<file path="config.mk">
export PLATFORM = sky130hd
export DESIGN_NAME = fragment_bitmap_allocator_top
export DESIGN_NICKNAME = d
export VERILOG_FILES = /design/src/rtl/core/fba_pkg.sv /design/src/rtl/core/fba_ram.sv /design/src/rtl/core/fragment_bitmap_allocator_top.sv
export SDC_FILE = /design/constraint.sdc
export NUM_CORES = 2
export LEC_CHECK = 0
export BUFFER_PORTS_ARGS = -buffer_cell sky130_fd_sc_hd__clkbuf_2
export CAP_MARGIN = 30
export CELL_PAD_IN_SITES_DETAIL_PLACEMENT = 1
export CELL_PAD_IN_SITES_GLOBAL_PLACEMENT = 1
export CORE_ASPECT_RATIO = 1.2
export CORE_MARGIN = 10
export CORE_UTILIZATION = 49
export CTS_BUF_LIST = sky130_fd_sc_hd__clkbuf_2
export DETAILED_ROUTE_END_ITERATION = 10
export PLACE_DENSITY_LB_ADDON = 0.12
export SLEW_MARGIN = 20
export SYNTH_ARGS = -nofsm -noshare
export SYNTH_HDL_FRONTEND = slang
export SYNTH_SLANG_ARGS = --single-unit
</file>
<file path="constraint.sdc">
create_clock -name clock -period 10.83 [get_ports clock]
set_clock_uncertainty 0.15 [all_clocks]
set_input_delay 0.5415 -clock clock [delete_from_list [all_inputs] [get_ports clock]]
set_output_delay 0.5415 -clock clock [all_outputs]
set_load 0.02 [all_outputs]
</file>
<file path="src/rtl/core/fba_pkg.sv">
// Shared types and constants for the fragment bitmap allocator.
// Used by the top level and the port checker; no dependencies.
package fba_pkg;

   localparam int KIND_W = 2;
   localparam int POS_W = 10;
   localparam int COUNT_W = 4;
   localparam int START_W = 10;
   localparam int SCORE_W = 11;
   localparam int REQ_DATA_W = 16;
   localparam int RSP_DATA_W = 24;

   // map size is tied to the position and score field widths
   localparam int MAP_BITS = 1024;

   typedef enum logic [KIND_W-1:0] {
      KIND_SMALL = 2'd0,
      KIND_ALIGN = 2'd1,
      KIND_MARK = 2'd2,
      KIND_CLEAR = 2'd3
   } kind_type;

   typedef enum logic [2:0] {
      ST_IDLE,
      ST_PRIME,
      ST_SCAN_SMALL,
      ST_SCAN_ALIGN,
      ST_MARK_SEEK,
      ST_MARK_WRITE,
      ST_REPLY
   } state_type;

endpackage

</file>
<file path="src/rtl/core/fba_ram.sv">
// Generic single-write, single-read RAM with registered read data.
// No package dependencies.
module fba_ram #(
   parameter int WIDTH = 8,
   parameter int DEPTH = 128
) (
   input  logic                                    clock,
   input  logic                                    we,
   input  logic [(DEPTH > 1 ? $clog2(DEPTH) : 1)-1:0] waddr,
   input  logic [WIDTH-1:0]                        wdata,
   input  logic [(DEPTH > 1 ? $clog2(DEPTH) : 1)-1:0] raddr,
   output logic [WIDTH-1:0]                        rdata
);

   logic [WIDTH-1:0] mem [DEPTH];
   logic [WIDTH-1:0] rdata_ff;

   always_ff @(posedge clock) begin
      if (we) begin
         mem[waddr] <= wdata;
      end
      rdata_ff <= mem[raddr];
   end

   assign rdata = rdata_ff;

endmodule

</file>
<file path="src/rtl/core/fragment_bitmap_allocator_top.sv">
// Fragment bitmap allocator top level: sequencer, scoring unit and row store.
// Depends on fba_pkg and fba_ram.
//
// The used/free map is held as rows of one block window each (MAP_BITS /
// FRAGS_PER_BLOCK rows, rounded up) in a single-port-read RAM; per-row valid flops make
// the map read as all free right after reset, so no clearing pass is needed.
// One item is worked on at a time and req_tready is low while it runs. The
// RAM read port delivers one row per cycle and sets the pace: an aligned
// search reads the rows until it finds a place or reaches the last full row;
// a best-fit search reads the rows in turn and stops again on each used
// fragment it meets, and on the map end, until it finds an exact fit or the
// map ends; mark and clear walk the rows up to the target row. A finished
// result waits in an output register, and the next item can be taken while
// it waits.
module fragment_bitmap_allocator_top #(
   parameter int FRAGS_PER_BLOCK = 8
) (
   input  logic                             clock,
   input  logic                             reset,
   input  logic                             req_tvalid,
   output logic                             req_tready,
   input  logic [fba_pkg::REQ_DATA_W-1:0]   req_tdata,  // position[9:0], count[13:10]
   input  logic [fba_pkg::KIND_W-1:0]       req_tuser,  // kind[1:0]
   output logic                             rsp_tvalid,
   input  logic                             rsp_tready,
   output logic [fba_pkg::RSP_DATA_W-1:0]   rsp_tdata,  // start_res[9:0], score[20:10]
   output logic                             rsp_tuser   // found[0]
);

   localparam int MAP_BITS = fba_pkg::MAP_BITS;
   localparam int W = FRAGS_PER_BLOCK;
   localparam int NROWS = (MAP_BITS + W - 1) / W;
   localparam int FULL_ROWS = MAP_BITS / W;
   localparam int END_ROW = MAP_BITS / W;
   localparam int END_OFF = MAP_BITS % W;
   localparam int AW = (NROWS > 1) ? $clog2(NROWS) : 1;
   localparam int RW = $clog2(NROWS + 2);
   localparam int OW = $clog2(W);
   localparam int LW = $clog2(MAP_BITS + W + 1);

   fba_pkg::state_type state_ff, state_in;
   fba_pkg::kind_type kind_ff, kind_in;
   logic [fba_pkg::POS_W-1:0] pos_ff, pos_in;
   logic [fba_pkg::COUNT_W-1:0] count_ff, count_in;
   logic [RW-1:0] row_ff, row_in;
   logic [LW-1:0] base_ff, base_in;
   logic [OW-1:0] off_ff, off_in;
   logic [LW-1:0] last_lin_ff, last_lin_in;
   logic [RW-1:0] last_row_ff, last_row_in;
   logic [OW-1:0] last_off_ff, last_off_in;
   logic [LW-1:0] last_base_ff, last_base_in;
   logic res_found_ff, res_found_in;
   logic [LW-1:0] res_start_ff, res_start_in;
   logic [LW-1:0] res_score_ff, res_score_in;
   logic [NROWS-1:0] valid_ff, valid_in;
   logic rd_valid_ff, rd_valid_in;
   logic rsp_tvalid_ff, rsp_tvalid_in;
   logic rsp_found_ff, rsp_found_in;
   logic [fba_pkg::START_W-1:0] rsp_start_ff, rsp_start_in;
   logic [fba_pkg::SCORE_W-1:0] rsp_score_ff, rsp_score_in;

   logic ram_we;
   logic [W-1:0] ram_wdata, ram_rdata;
   logic [AW-1:0] ram_raddr;

   // scan datapath
   logic [W-1:0] row_data, hit, free_bits, size_mask, ok;
   logic any_hit, any_ok;
   logic [OW-1:0] hit_off, ok_off, ev_off;
   logic [LW-1:0] i_lin, run, size_l, cand_score, cand_place, ev_best;
   logic take;
   logic req_beat;

   fba_ram #(
      .WIDTH(W),
      .DEPTH(NROWS)
   ) u_ram (
      .clock(clock),
      .we(ram_we),
      .waddr(row_ff[AW-1:0]),
      .wdata(ram_wdata),
      .raddr(ram_raddr),
      .rdata(ram_rdata)
   );

   assign req_tready = (state_ff == fba_pkg::ST_IDLE);
   assign req_beat = req_tvalid && req_tready;

   // address the row the scan will look at next cycle
   assign ram_raddr = row_in[AW-1:0];
   assign rd_valid_in = (row_in < RW'(NROWS)) && valid_ff[row_in[AW-1:0]];

   always_ff @(posedge clock) begin
      if (reset) begin
         state_ff <= fba_pkg::ST_IDLE;
         valid_ff <= '0;
         rd_valid_ff <= 1'b0;
         rsp_tvalid_ff <= 1'b0;
      end else begin
         state_ff <= state_in;
         valid_ff <= valid_in;
         rd_valid_ff <= rd_valid_in;
         rsp_tvalid_ff <= rsp_tvalid_in;
      end
   end

   always_ff @(posedge clock) begin
      kind_ff <= kind_in;
      pos_ff <= pos_in;
      count_ff <= count_in;
      row_ff <= row_in;
      base_ff <= base_in;
      off_ff <= off_in;
      last_lin_ff <= last_lin_in;
      last_row_ff <= last_row_in;
      last_off_ff <= last_off_in;
      last_base_ff <= last_base_in;
      res_found_ff <= res_found_in;
      res_start_ff <= res_start_in;
      res_score_ff <= res_score_in;
      rsp_found_ff <= rsp_found_in;
      rsp_start_ff <= rsp_start_in;
      rsp_score_ff <= rsp_score_in;
   end

   // row search: first used fragment at or after the current offset,
   // and first aligned free run of count fragments
   always_comb begin
      row_data = rd_valid_ff ? ram_rdata : '0;
      free_bits = ~row_data;
      for (int b = 0; b < W; b++) begin
         hit[b] = row_data[b] && (OW'(b) >= off_ff);
         size_mask[b] = (b < int'(count_ff));
      end
      for (int j = 0; j < W; j++) begin
         ok[j] = ((free_bits >> j) & size_mask) == size_mask;
      end
      any_hit = |hit;
      any_ok = |ok;
      hit_off = '0;
      ok_off = '0;
      for (int b = W - 1; b >= 0; b--) begin
         if (hit[b]) begin
            hit_off = OW'(b);
         end
         if (ok[b]) begin
            ok_off = OW'(b);
         end
      end
   end

   // best-fit scoring of the free run closed at (row_ff, ev_off)
   always_comb begin
      ev_off = any_hit ? hit_off : OW'(END_OFF);
      i_lin = base_ff + LW'(ev_off);
      run = i_lin - last_lin_ff;
      size_l = LW'(count_ff);
      take = 1'b0;
      cand_score = res_score_ff;
      cand_place = res_start_ff;
      if (run >= size_l) begin
         if (row_ff == last_row_ff) begin
            cand_score = run;
            cand_place = last_lin_ff;
            take = (run < res_score_ff);
         end else if (LW'(last_off_ff) + size_l <= LW'(W)) begin
            cand_score = LW'(W) - LW'(last_off_ff);
            cand_place = last_lin_ff;
            take = (cand_score < res_score_ff);
         end else if (LW'(ev_off) >= size_l) begin
            cand_score = LW'(ev_off);
            cand_place = base_ff;
            take = (cand_score < res_score_ff);
         end else if ((RW + 1)'(row_ff) > (RW + 1)'(last_row_ff) + 1'b1) begin
            // whole window inside the run: taken regardless of the kept score
            cand_score = LW'(W);
            cand_place = last_base_ff + LW'(W);
            take = 1'b1;
         end
      end
      ev_best = take ? cand_score : res_score_ff;
   end

   always_comb begin
      state_in = state_ff;
      kind_in = kind_ff;
      pos_in = pos_ff;
      count_in = count_ff;
      row_in = row_ff;
      base_in = base_ff;
      off_in = off_ff;
      last_lin_in = last_lin_ff;
      last_row_in = last_row_ff;
      last_off_in = last_off_ff;
      last_base_in = last_base_ff;
      res_found_in = res_found_ff;
      res_start_in = res_start_ff;
      res_score_in = res_score_ff;
      valid_in = valid_ff;
      ram_we = 1'b0;
      ram_wdata = row_data;
      rsp_tvalid_in = rsp_tvalid_ff && !rsp_tready;
      rsp_found_in = rsp_found_ff;
      rsp_start_in = rsp_start_ff;
      rsp_score_in = rsp_score_ff;

      unique case (state_ff)
         fba_pkg::ST_IDLE: begin
            if (req_beat) begin
               kind_in = fba_pkg::kind_type'(req_tuser);
               pos_in = req_tdata[fba_pkg::POS_W-1:0];
               count_in = req_tdata[fba_pkg::POS_W +: fba_pkg::COUNT_W];
               row_in = '0;
               base_in = '0;
               off_in = '0;
               last_lin_in = '0;
               last_row_in = '0;
               last_off_in = '0;
               last_base_in = '0;
               res_start_in = '0;
               res_score_in = '0;
               res_found_in = 1'b0;
               case (fba_pkg::kind_type'(req_tuser))
                  fba_pkg::KIND_SMALL: begin
                     res_score_in = LW'(MAP_BITS);
                     state_in = fba_pkg::ST_PRIME;
                  end
                  fba_pkg::KIND_ALIGN: begin
                     state_in = fba_pkg::ST_PRIME;
                  end
                  default: begin
                     res_found_in = 1'b1;
                     if (int'(req_tdata[fba_pkg::POS_W-1:0]) < MAP_BITS) begin
                        state_in = fba_pkg::ST_MARK_SEEK;
                     end else begin
                        state_in = fba_pkg::ST_REPLY;
                     end
                  end
               endcase
            end
         end
         fba_pkg::ST_PRIME: begin
            // row 0 is being read this cycle
            if (kind_ff == fba_pkg::KIND_SMALL) begin
               state_in = fba_pkg::ST_SCAN_SMALL;
            end else if (count_ff == '0 || int'(count_ff) > W || FULL_ROWS == 0) begin
               state_in = fba_pkg::ST_REPLY;
            end else begin
               state_in = fba_pkg::ST_SCAN_ALIGN;
            end
         end
         fba_pkg::ST_SCAN_SMALL: begin
            if (any_hit || row_ff == RW'(END_ROW)) begin
               if (take) begin
                  res_score_in = cand_score;
                  res_start_in = cand_place;
                  res_found_in = 1'b1;
               end
               if (ev_best == size_l || !any_hit) begin
                  state_in = fba_pkg::ST_REPLY;
               end else begin
                  last_lin_in = i_lin + 1'b1;
                  if (ev_off == OW'(W - 1)) begin
                     row_in = row_ff + 1'b1;
                     base_in = base_ff + LW'(W);
                     off_in = '0;
                     last_row_in = row_ff + 1'b1;
                     last_off_in = '0;
                     last_base_in = base_ff + LW'(W);
                  end else begin
                     off_in = ev_off + 1'b1;
                     last_row_in = row_ff;
                     last_off_in = ev_off + 1'b1;
                     last_base_in = base_ff;
                  end
               end
            end else begin
               row_in = row_ff + 1'b1;
               base_in = base_ff + LW'(W);
               off_in = '0;
            end
         end
         fba_pkg::ST_SCAN_ALIGN: begin
            if (any_ok) begin
               res_found_in = 1'b1;
               res_start_in = base_ff + LW'(ok_off);
               res_score_in = size_l;
               state_in = fba_pkg::ST_REPLY;
            end else if ((RW + 1)'(row_ff) + 1'b1 >= (RW + 1)'(FULL_ROWS)) begin
               state_in = fba_pkg::ST_REPLY;
            end else begin
               row_in = row_ff + 1'b1;
               base_in = base_ff + LW'(W);
            end
         end
         fba_pkg::ST_MARK_SEEK: begin
            if (LW'(pos_ff) < base_ff + LW'(W)) begin
               off_in = OW'(LW'(pos_ff) - base_ff);
               state_in = fba_pkg::ST_MARK_WRITE;
            end else begin
               row_in = row_ff + 1'b1;
               base_in = base_ff + LW'(W);
            end
         end
         fba_pkg::ST_MARK_WRITE: begin
            ram_we = 1'b1;
            ram_wdata[off_ff] = (kind_ff == fba_pkg::KIND_MARK);
            valid_in[row_ff[AW-1:0]] = 1'b1;
            state_in = fba_pkg::ST_REPLY;
         end
         fba_pkg::ST_REPLY: begin
            if (!rsp_tvalid_ff || rsp_tready) begin
               rsp_tvalid_in = 1'b1;
               rsp_found_in = res_found_ff;
               rsp_start_in = res_found_ff ? fba_pkg::START_W'(res_start_ff) : '0;
               rsp_score_in = fba_pkg::SCORE_W'(res_score_ff);
               state_in = fba_pkg::ST_IDLE;
            end
         end
         default: begin
            state_in = fba_pkg::ST_IDLE;
         end
      endcase
   end

   assign rsp_tvalid = rsp_tvalid_ff;
   assign rsp_tuser = rsp_found_ff;
   assign rsp_tdata = {
      (fba_pkg::RSP_DATA_W - fba_pkg::START_W - fba_pkg::SCORE_W)'(0),
      rsp_score_ff,
      rsp_start_ff
   };

endmodule

</file>
**Yosys cells after proc, flatten, opt, wreduce, memory -nomap -nowiden**

Memories as Yosys holds them, arrays and structs flattened. A register that Yosys moved wholly into a read port is not among the register bits.
Cells that the tools add are included.

- Bits in registers: 247
- RAM bits: 1024
- Input port bits: 22
- Output and inout bits: 27
- Logic and storage cells: 257
- Memories kept: 1

Memories:

| memory | words | bits a word | rd ports | clocked after memory_dff | write ports | RTL line | text |
|---|---|---|---|---|---|---|---|
| u_ram.mem | 128 | 8 | 1 | 1 | 1 | fba_ram.sv:15 | `logic [WIDTH-1:0] mem [DEPTH];` |

- Add/subtract/negate cells: 13
- Magnitude comparators: 32
- Equality and inequality tests: 35
- Multiplexer cells: 106
- Bitwise logic cells: 10
- Reduce and logical (&&, ||, !) cells: 40

Operators with widths:

| kind | number |
|---|---|
| 11-bit 2-to-1 mux | 19 |
| 128-bit bitwise OR | 1 |
| 3-bit 2-to-1 mux | 33 |
| 8-bit 2-to-1 mux | 12 |
| 10-bit 2-to-1 mux | 9 |
| 8-bit equality test | 9 |
| 11-bit case mux with 4 select lines | 1 |
| 11-bit case mux with 3 select lines | 1 |
| 8-bit case mux with 4 select lines | 1 |
| 10-bit case mux with 3 select lines | 1 |
| 11-bit < comparator | 2 |
| 2-bit != test, second input constant | 11 |
| 11-bit case mux with 2 select lines | 1 |
| 3-bit case mux with 7 select lines | 1 |
| 10-bit case mux with 2 select lines | 1 |
| 8-bit by 1-bit adder with 9-bit output, second input constant | 2 |
| 1-bit 2-to-1 mux | 18 |
| 3-bit by 4-bit < comparator with 1-bit output, first input constant | 4 |
| 7-bit by 8-bit < comparator with 1-bit output, second input constant | 2 |
| 8-bit case mux with 2 select lines | 1 |
| 8-bit OR reduction | 2 |
| 1-bit logical AND | 13 |
| 3-bit equality test, second input constant | 4 |
| 3-bit >= comparator, first input constant | 4 |
| other kinds (66) | 83 |

**Longest topological paths before layout**

- Depth in word-level cells: 25
- Gate-level depth with buffers: 34
- Mapped depth without buffers: 29

**By module**

Synthesis repeated with hierarchy kept, for this count alone.

- Cell total of the unflattened synthesis: 3201
- Area, all modules: 53471.3 µm²

Modules (own cells, without submodules):

| module | instances | cells an instance | area each (µm²) | seq. area each (µm²) |
|---|---|---|---|---|
| fba_ram | 1 | 1635 | 39665.5 | 30909.6 |
| fragment_bitmap_allocator_top | 1 | 1566 | 13805.7 | 5795.6 |

**Worst setup path before layout**

OpenSTA, ideal clock, no wires.

- Path kind: flip-flop to flip-flop
- From: register state_ff[0]
- To: memory u_ram.mem[0][1] (data pin)
- Setup time: 1.588 ns
- Arrival time: 8.439 ns
- Data required time: 9.092 ns
- Setup slack: 0.653 ns
- Cell stages (with the launch flop): 7
- Buffers on the path: 1
- Period minus slack after synthesis: 10.177 ns
- Cell sequence: dfxtp_1 > clkbuf_1 > inv_1 > nor2_1 > and2_1 > nand2_1 > o41ai_1

- Cells in the longest elaborated chain, start to end: 2

RTL lines:

| what | RTL line | text |
|---|---|---|
| from (decl) | fragment_bitmap_allocator_top.sv:41 | `fba_pkg::state_type state_ff, state_in;` |
| from (signal assigned) | fragment_bitmap_allocator_top.sv:95 | `state_ff <= fba_pkg::ST_IDLE;` |
| from (signal assigned) | fragment_bitmap_allocator_top.sv:100 | `state_ff <= state_in;` |
| 3-bit equality test | fragment_bitmap_allocator_top.sv:207 | `unique case (state_ff)` |
| 8-bit 2-to-1 mux | fragment_bitmap_allocator_top.sv:207 |  |
| via ram_wdata[1] | fragment_bitmap_allocator_top.sv:63 | `logic [W-1:0] ram_wdata, ram_rdata;` |
| to (decl) | fba_ram.sv:15 |  |

The timed path passes the listed nets, and every way through them passes these cells.

**Worst setup path in the final report**

- From: register rd_valid_ff
- To: register u_ram.rdata_ff[3], in the netlist u_ram.rdata[3] (read register of u_ram.mem)

- Cells in the longest elaborated chain, start to end: 22
- Elaborated cells on any way between the ends: 62
- Those cells by class: add/sub (2); order compare (4); eq/ne (10); mux (24); bitwise (9); reduce/logical (13)

RTL lines:

| what | RTL line | text |
|---|---|---|
| from (decl) | fragment_bitmap_allocator_top.sv:56 | `logic rd_valid_ff, rd_valid_in;` |
| from (signal assigned) | fragment_bitmap_allocator_top.sv:102 | `rd_valid_ff <= rd_valid_in;` |
| 8-bit 2-to-1 mux (*) | fragment_bitmap_allocator_top.sv:129 | `row_data = rd_valid_ff ? ram_rdata : '0;` |
| 1-bit logical AND | fragment_bitmap_allocator_top.sv:132 | `hit[b] = row_data[b] && (OW'(b) >= off_ff);` |
| 3-bit 2-to-1 mux (8 in series) | fragment_bitmap_allocator_top.sv:143 | `if (hit[b]) begin` |
| 3-bit 2-to-1 mux | fragment_bitmap_allocator_top.sv:154 | `ev_off = any_hit ? hit_off : OW'(END_OFF);` |
| 11-bit by 3-bit adder with 11-bit output (tied with other cells) | fragment_bitmap_allocator_top.sv:155 | `i_lin = base_ff + LW'(ev_off);` |
| 11-bit subtractor (tied with other cells) | fragment_bitmap_allocator_top.sv:156 | `run = i_lin - last_lin_ff;` |
| 11-bit < comparator (tied with other cells) | fragment_bitmap_allocator_top.sv:165 | `take = (run < res_score_ff);` |
| 1-bit 2-to-1 mux or 11-bit 2-to-1 mux (tied branches) | fragment_bitmap_allocator_top.sv:162 | `if (row_ff == last_row_ff) begin` |
| 1-bit 2-to-1 mux or 11-bit 2-to-1 mux (tied branches) | fragment_bitmap_allocator_top.sv:161 | `if (run >= size_l) begin` |
| 11-bit 2-to-1 mux | - |  |
| 11-bit by 4-bit equality test with 1-bit output | fragment_bitmap_allocator_top.sv:259 | `if (ev_best == size_l \|\| !any_hit) begin` |
| 1-bit logical OR | fragment_bitmap_allocator_top.sv:259 |  |
| 8-bit 2-to-1 mux | fragment_bitmap_allocator_top.sv:259 |  |
| 8-bit 2-to-1 mux | fragment_bitmap_allocator_top.sv:253 | `if (any_hit \|\| row_ff == RW'(END_ROW)) begin` |
| 8-bit case mux with 4 select lines (*) | fragment_bitmap_allocator_top.sv:207 |  |
| to (decl) | fba_ram.sv:16 | `logic [WIDTH-1:0] rdata_ff;` |

Every way passes the cells marked *; elsewhere a longest branch is shown, timed or not.
A chain may end at the register's enable or synchronous reset.

==> metrics.cfg <==
[run_status]
status = completed

[die]
dieHeight_um = 384.2
initial_core_util = 0.4939
coreArea_sq_um = 109700
fp.dieArea_sq_um = 124300
die_w_um = 323.5
io_pins = 49
rows = 133

[sta]
min_period_ns = 9.917
hold_viol = 0
setup_tns_ns = 0
clock.fmax_ghz = 0.1008
report.final.slew_viol_count = 0
rsz0062_at_grt = no
finalCritPeriodShare = 0.9157
tightest_slew_ns = 1.146
relSlewSlack = 0.2358
hold_ws_ns = 0.3220
setup_violations = 0

[detailed_routing]
avgViaCountPerCell = 6.038
routed_wl_mm = 165.5
vias = 38260
wl_per_cell_um = 26.12
ant_nets = 0
route.detailed.drc = 0
first_pass_iters = 6
drt-initial-drc-count = 3552

[synth]
synthCells = 4392
yosysSeqAreaShare = 0.6777
synth_top_cell_by_area = edfxtp_1
synth_top_area_frac = 0.6226
yosysMostFrequentCell = edfxtp_1
synth.top_cells.by_area = edfxtp_1 62%, dfxtp_1 5.5%, nand2_1 5.1%
synth_edf_count = 1123
async_flop_share = 0
ys_types = 91
syn_area_sq_um = 54160
ys.flop_type = edfxtp_1
syn_area_per_cell_sq_um = 12.33
synth_seq_cells = 1272
yosysWarnings = 0
synth_commonest_cells = 1,123 x edfxtp_1, 738 x nand2_1, 471 x nor2_1, 190 x and3_1, 153 x a31oi_1

[critical_path]
required_ns = 12.19
criticalPathCategory = flip-flop to flip-flop
cp.depth = 29
critPathLaunchType = flip-flop
path_common_cell = a21oi_1
rr_worst_depth = 29
slowest_delay_ns = 0.82
cp_max_fo = 74
crit_path_end_kind = flip-flop
cp.arrival_ns = 11.27
critPathTopFamily = compound AO/OA/AOI/OAI gates
critical_path_buf_inv_count = 2
worst_path_max_delay_cell = dfxtp_1

[pwr]
pwr-share-seq = 0.398
pwr-share-comb = 0.378
p_leak_uw = 0.02051
power_density_nw_per_um2 = 242.6
total_power_uw = 14480
ir_drop_mv = 0.2725
intPower_uw = 8594
p_sw_frac = 0.4066
p_clk_frac = 0.224
p_sw_uw = 5889

[finish]
area_growth_pct = 10.21
fin_nets = 4758
drive_above_1_share = 0.1575

[cts]
cts-root-buf = clkbuf_2
htreeDepth = 5
clk_latency_ns = 1.65
postCtsHoldBufs = 56
cts.sinks = 1272
clk_pin_slew_ns = 0.10
cts.path.max_buffers = 4
cts_made_buffers = 333
post-cts-setup-buffer-count = 0
cts_tree = done
post_cts_resized = 0

[global_routing]
overflow = 0
grt_pass1_wl_mm = 246.5
antenna_found_initial = 5
grt.total_usage = 0.2624
grt_max_degree = 148
grt_pass1_vias = 39830

[run]
max_cap_violations = 0

[place]
hpwl_mm = 100.1
globalplace.congestion = 0.8397
port_buffers = 43

[hold_path]
holdPathStages = 2
min_path_type = flip-flop to flip-flop

final timing paths:
path	to	slack, ns	startpoint
worst min register to register	valid_ff[1]$_SDFFE_PP0N_	0.32	valid_ff[1]$_SDFFE_PP0N_
worst min-delay path	valid_ff[1]$_SDFFE_PP0N_	0.32	valid_ff[1]$_SDFFE_PP0N_
worst max register to register	u_ram.rdata[3]$_DFF_P_	0.91	rd_valid_ff$_SDFF_PP0_
worst max-delay path	u_ram.rdata[3]$_DFF_P_	0.91	rd_valid_ff$_SDFF_PP0_
metal layers:
metal  global-route usage  vias to the layer above  share of wire
li1                     -                    17180              -
met1               0.3357                    19520           0.42
met2               0.4380                     1243           0.49
met3              0.04663                      316          0.059
met4               0.1076                        2          0.035
met5                    0                        -       0.000091
through the flow:
step                area, sq um  std cells  setup WS (ns)    util
floorplan                 54170       4394         0.6528       -
global placement          55770       5646          1.306  0.5085
detailed placement        55960       5666          1.196  0.5103
CTS                       59410       6297          1.105  0.5418
global route              59690       6336         0.3539  0.5443
finish                    59690       6336         0.9132  0.5443
worst min-delay path, delay by kind of cell, from the launching register on:
kind	cells	cell delay, ns
flops	1	0.33
simple gates	2	0.11
power groups by stage:
stage / logic [uW] / clock network (uW) / registers [uW]
2_1_floorplan: 3780 / 0 / 5720
3_3_place_gp: 5280 / 0 / 5870
3_5_place_dp: 5420 / 0 / 5870
4_1_cts: 5450 / 3330 / 5760
5_1_grt: 5960 / 3580 / 5790
6_report: 5470 / 3250 / 5760
layout make-up:
type | instances | area [sq um]
clock buffer | 499 | 2497
antenna | 4 | 10.01
clock inverter | 76 | 371.6
sequential | 1272 | 36710
multi-input combinational | 2772 | 16070
timing repair buffer | 239 | 2039
fill | 11380 | 49970
inverter | 57 | 226.5
tap | 1417 | 1773
placed cells by master, fill, tap and decap left out, types with 15 or more instances in the layout:
cell,netlist,final
a21oi_1,110,110
nor2b_1,20,20
nor2_1,471,468
a31oi_1,153,153
and3_1,190,190
xor2_1,30,30
a211oi_1,149,149
o221ai_1,17,17
edfxtp_1,1123,1123
o21ai_0,67,64
nand2_1,738,737
and2_1,15,15
buf_4,14,124
nand4_1,23,23
o21a_1,21,21
dfxtp_1,149,149
clkbuf_2,0,541
xnor2_1,25,25
nand3_1,127,127
inv_1,50,50
nor3_1,36,35
ha_1,59,59
a32oi_1,59,59
mux2i_1,114,111
o21ba_2,22,22
dlygate4sd3_1,0,56
a311oi_1,37,37
clkinv_1,0,63
o22ai_1,80,80
or4_1,16,16
cell families after synthesis:
group	share of synthesized area
AND/OR/NAND/NOR	0.1373
flip-flops	0.6777
AO/OA/AOI/OAI	0.1105
buffers and inverters	0.02851
multiplexers	0.02195
adder cells (fa/ha/maj)	0.01474
XOR/XNOR	0.009195
other	0.00006924
registers in the layout, indices dropped and copies added, names as in the netlist, 2 cells and up:
name	flops
count_ff	4
pos_ff	10
last_off_ff	2
row_ff	8
u_ram.rdata	8
base_ff	8
state_ff	3
rsp_score_ff	11
res_start_ff	10
kind_ff	2
off_ff	3
u_ram.mem	1024
last_base_ff	7
last_lin_ff	11
rsp_start_ff	10
last_row_ff	8
valid_ff	128
res_score_ff	11
No activity file was read; power rests on OpenSTA's default activity.
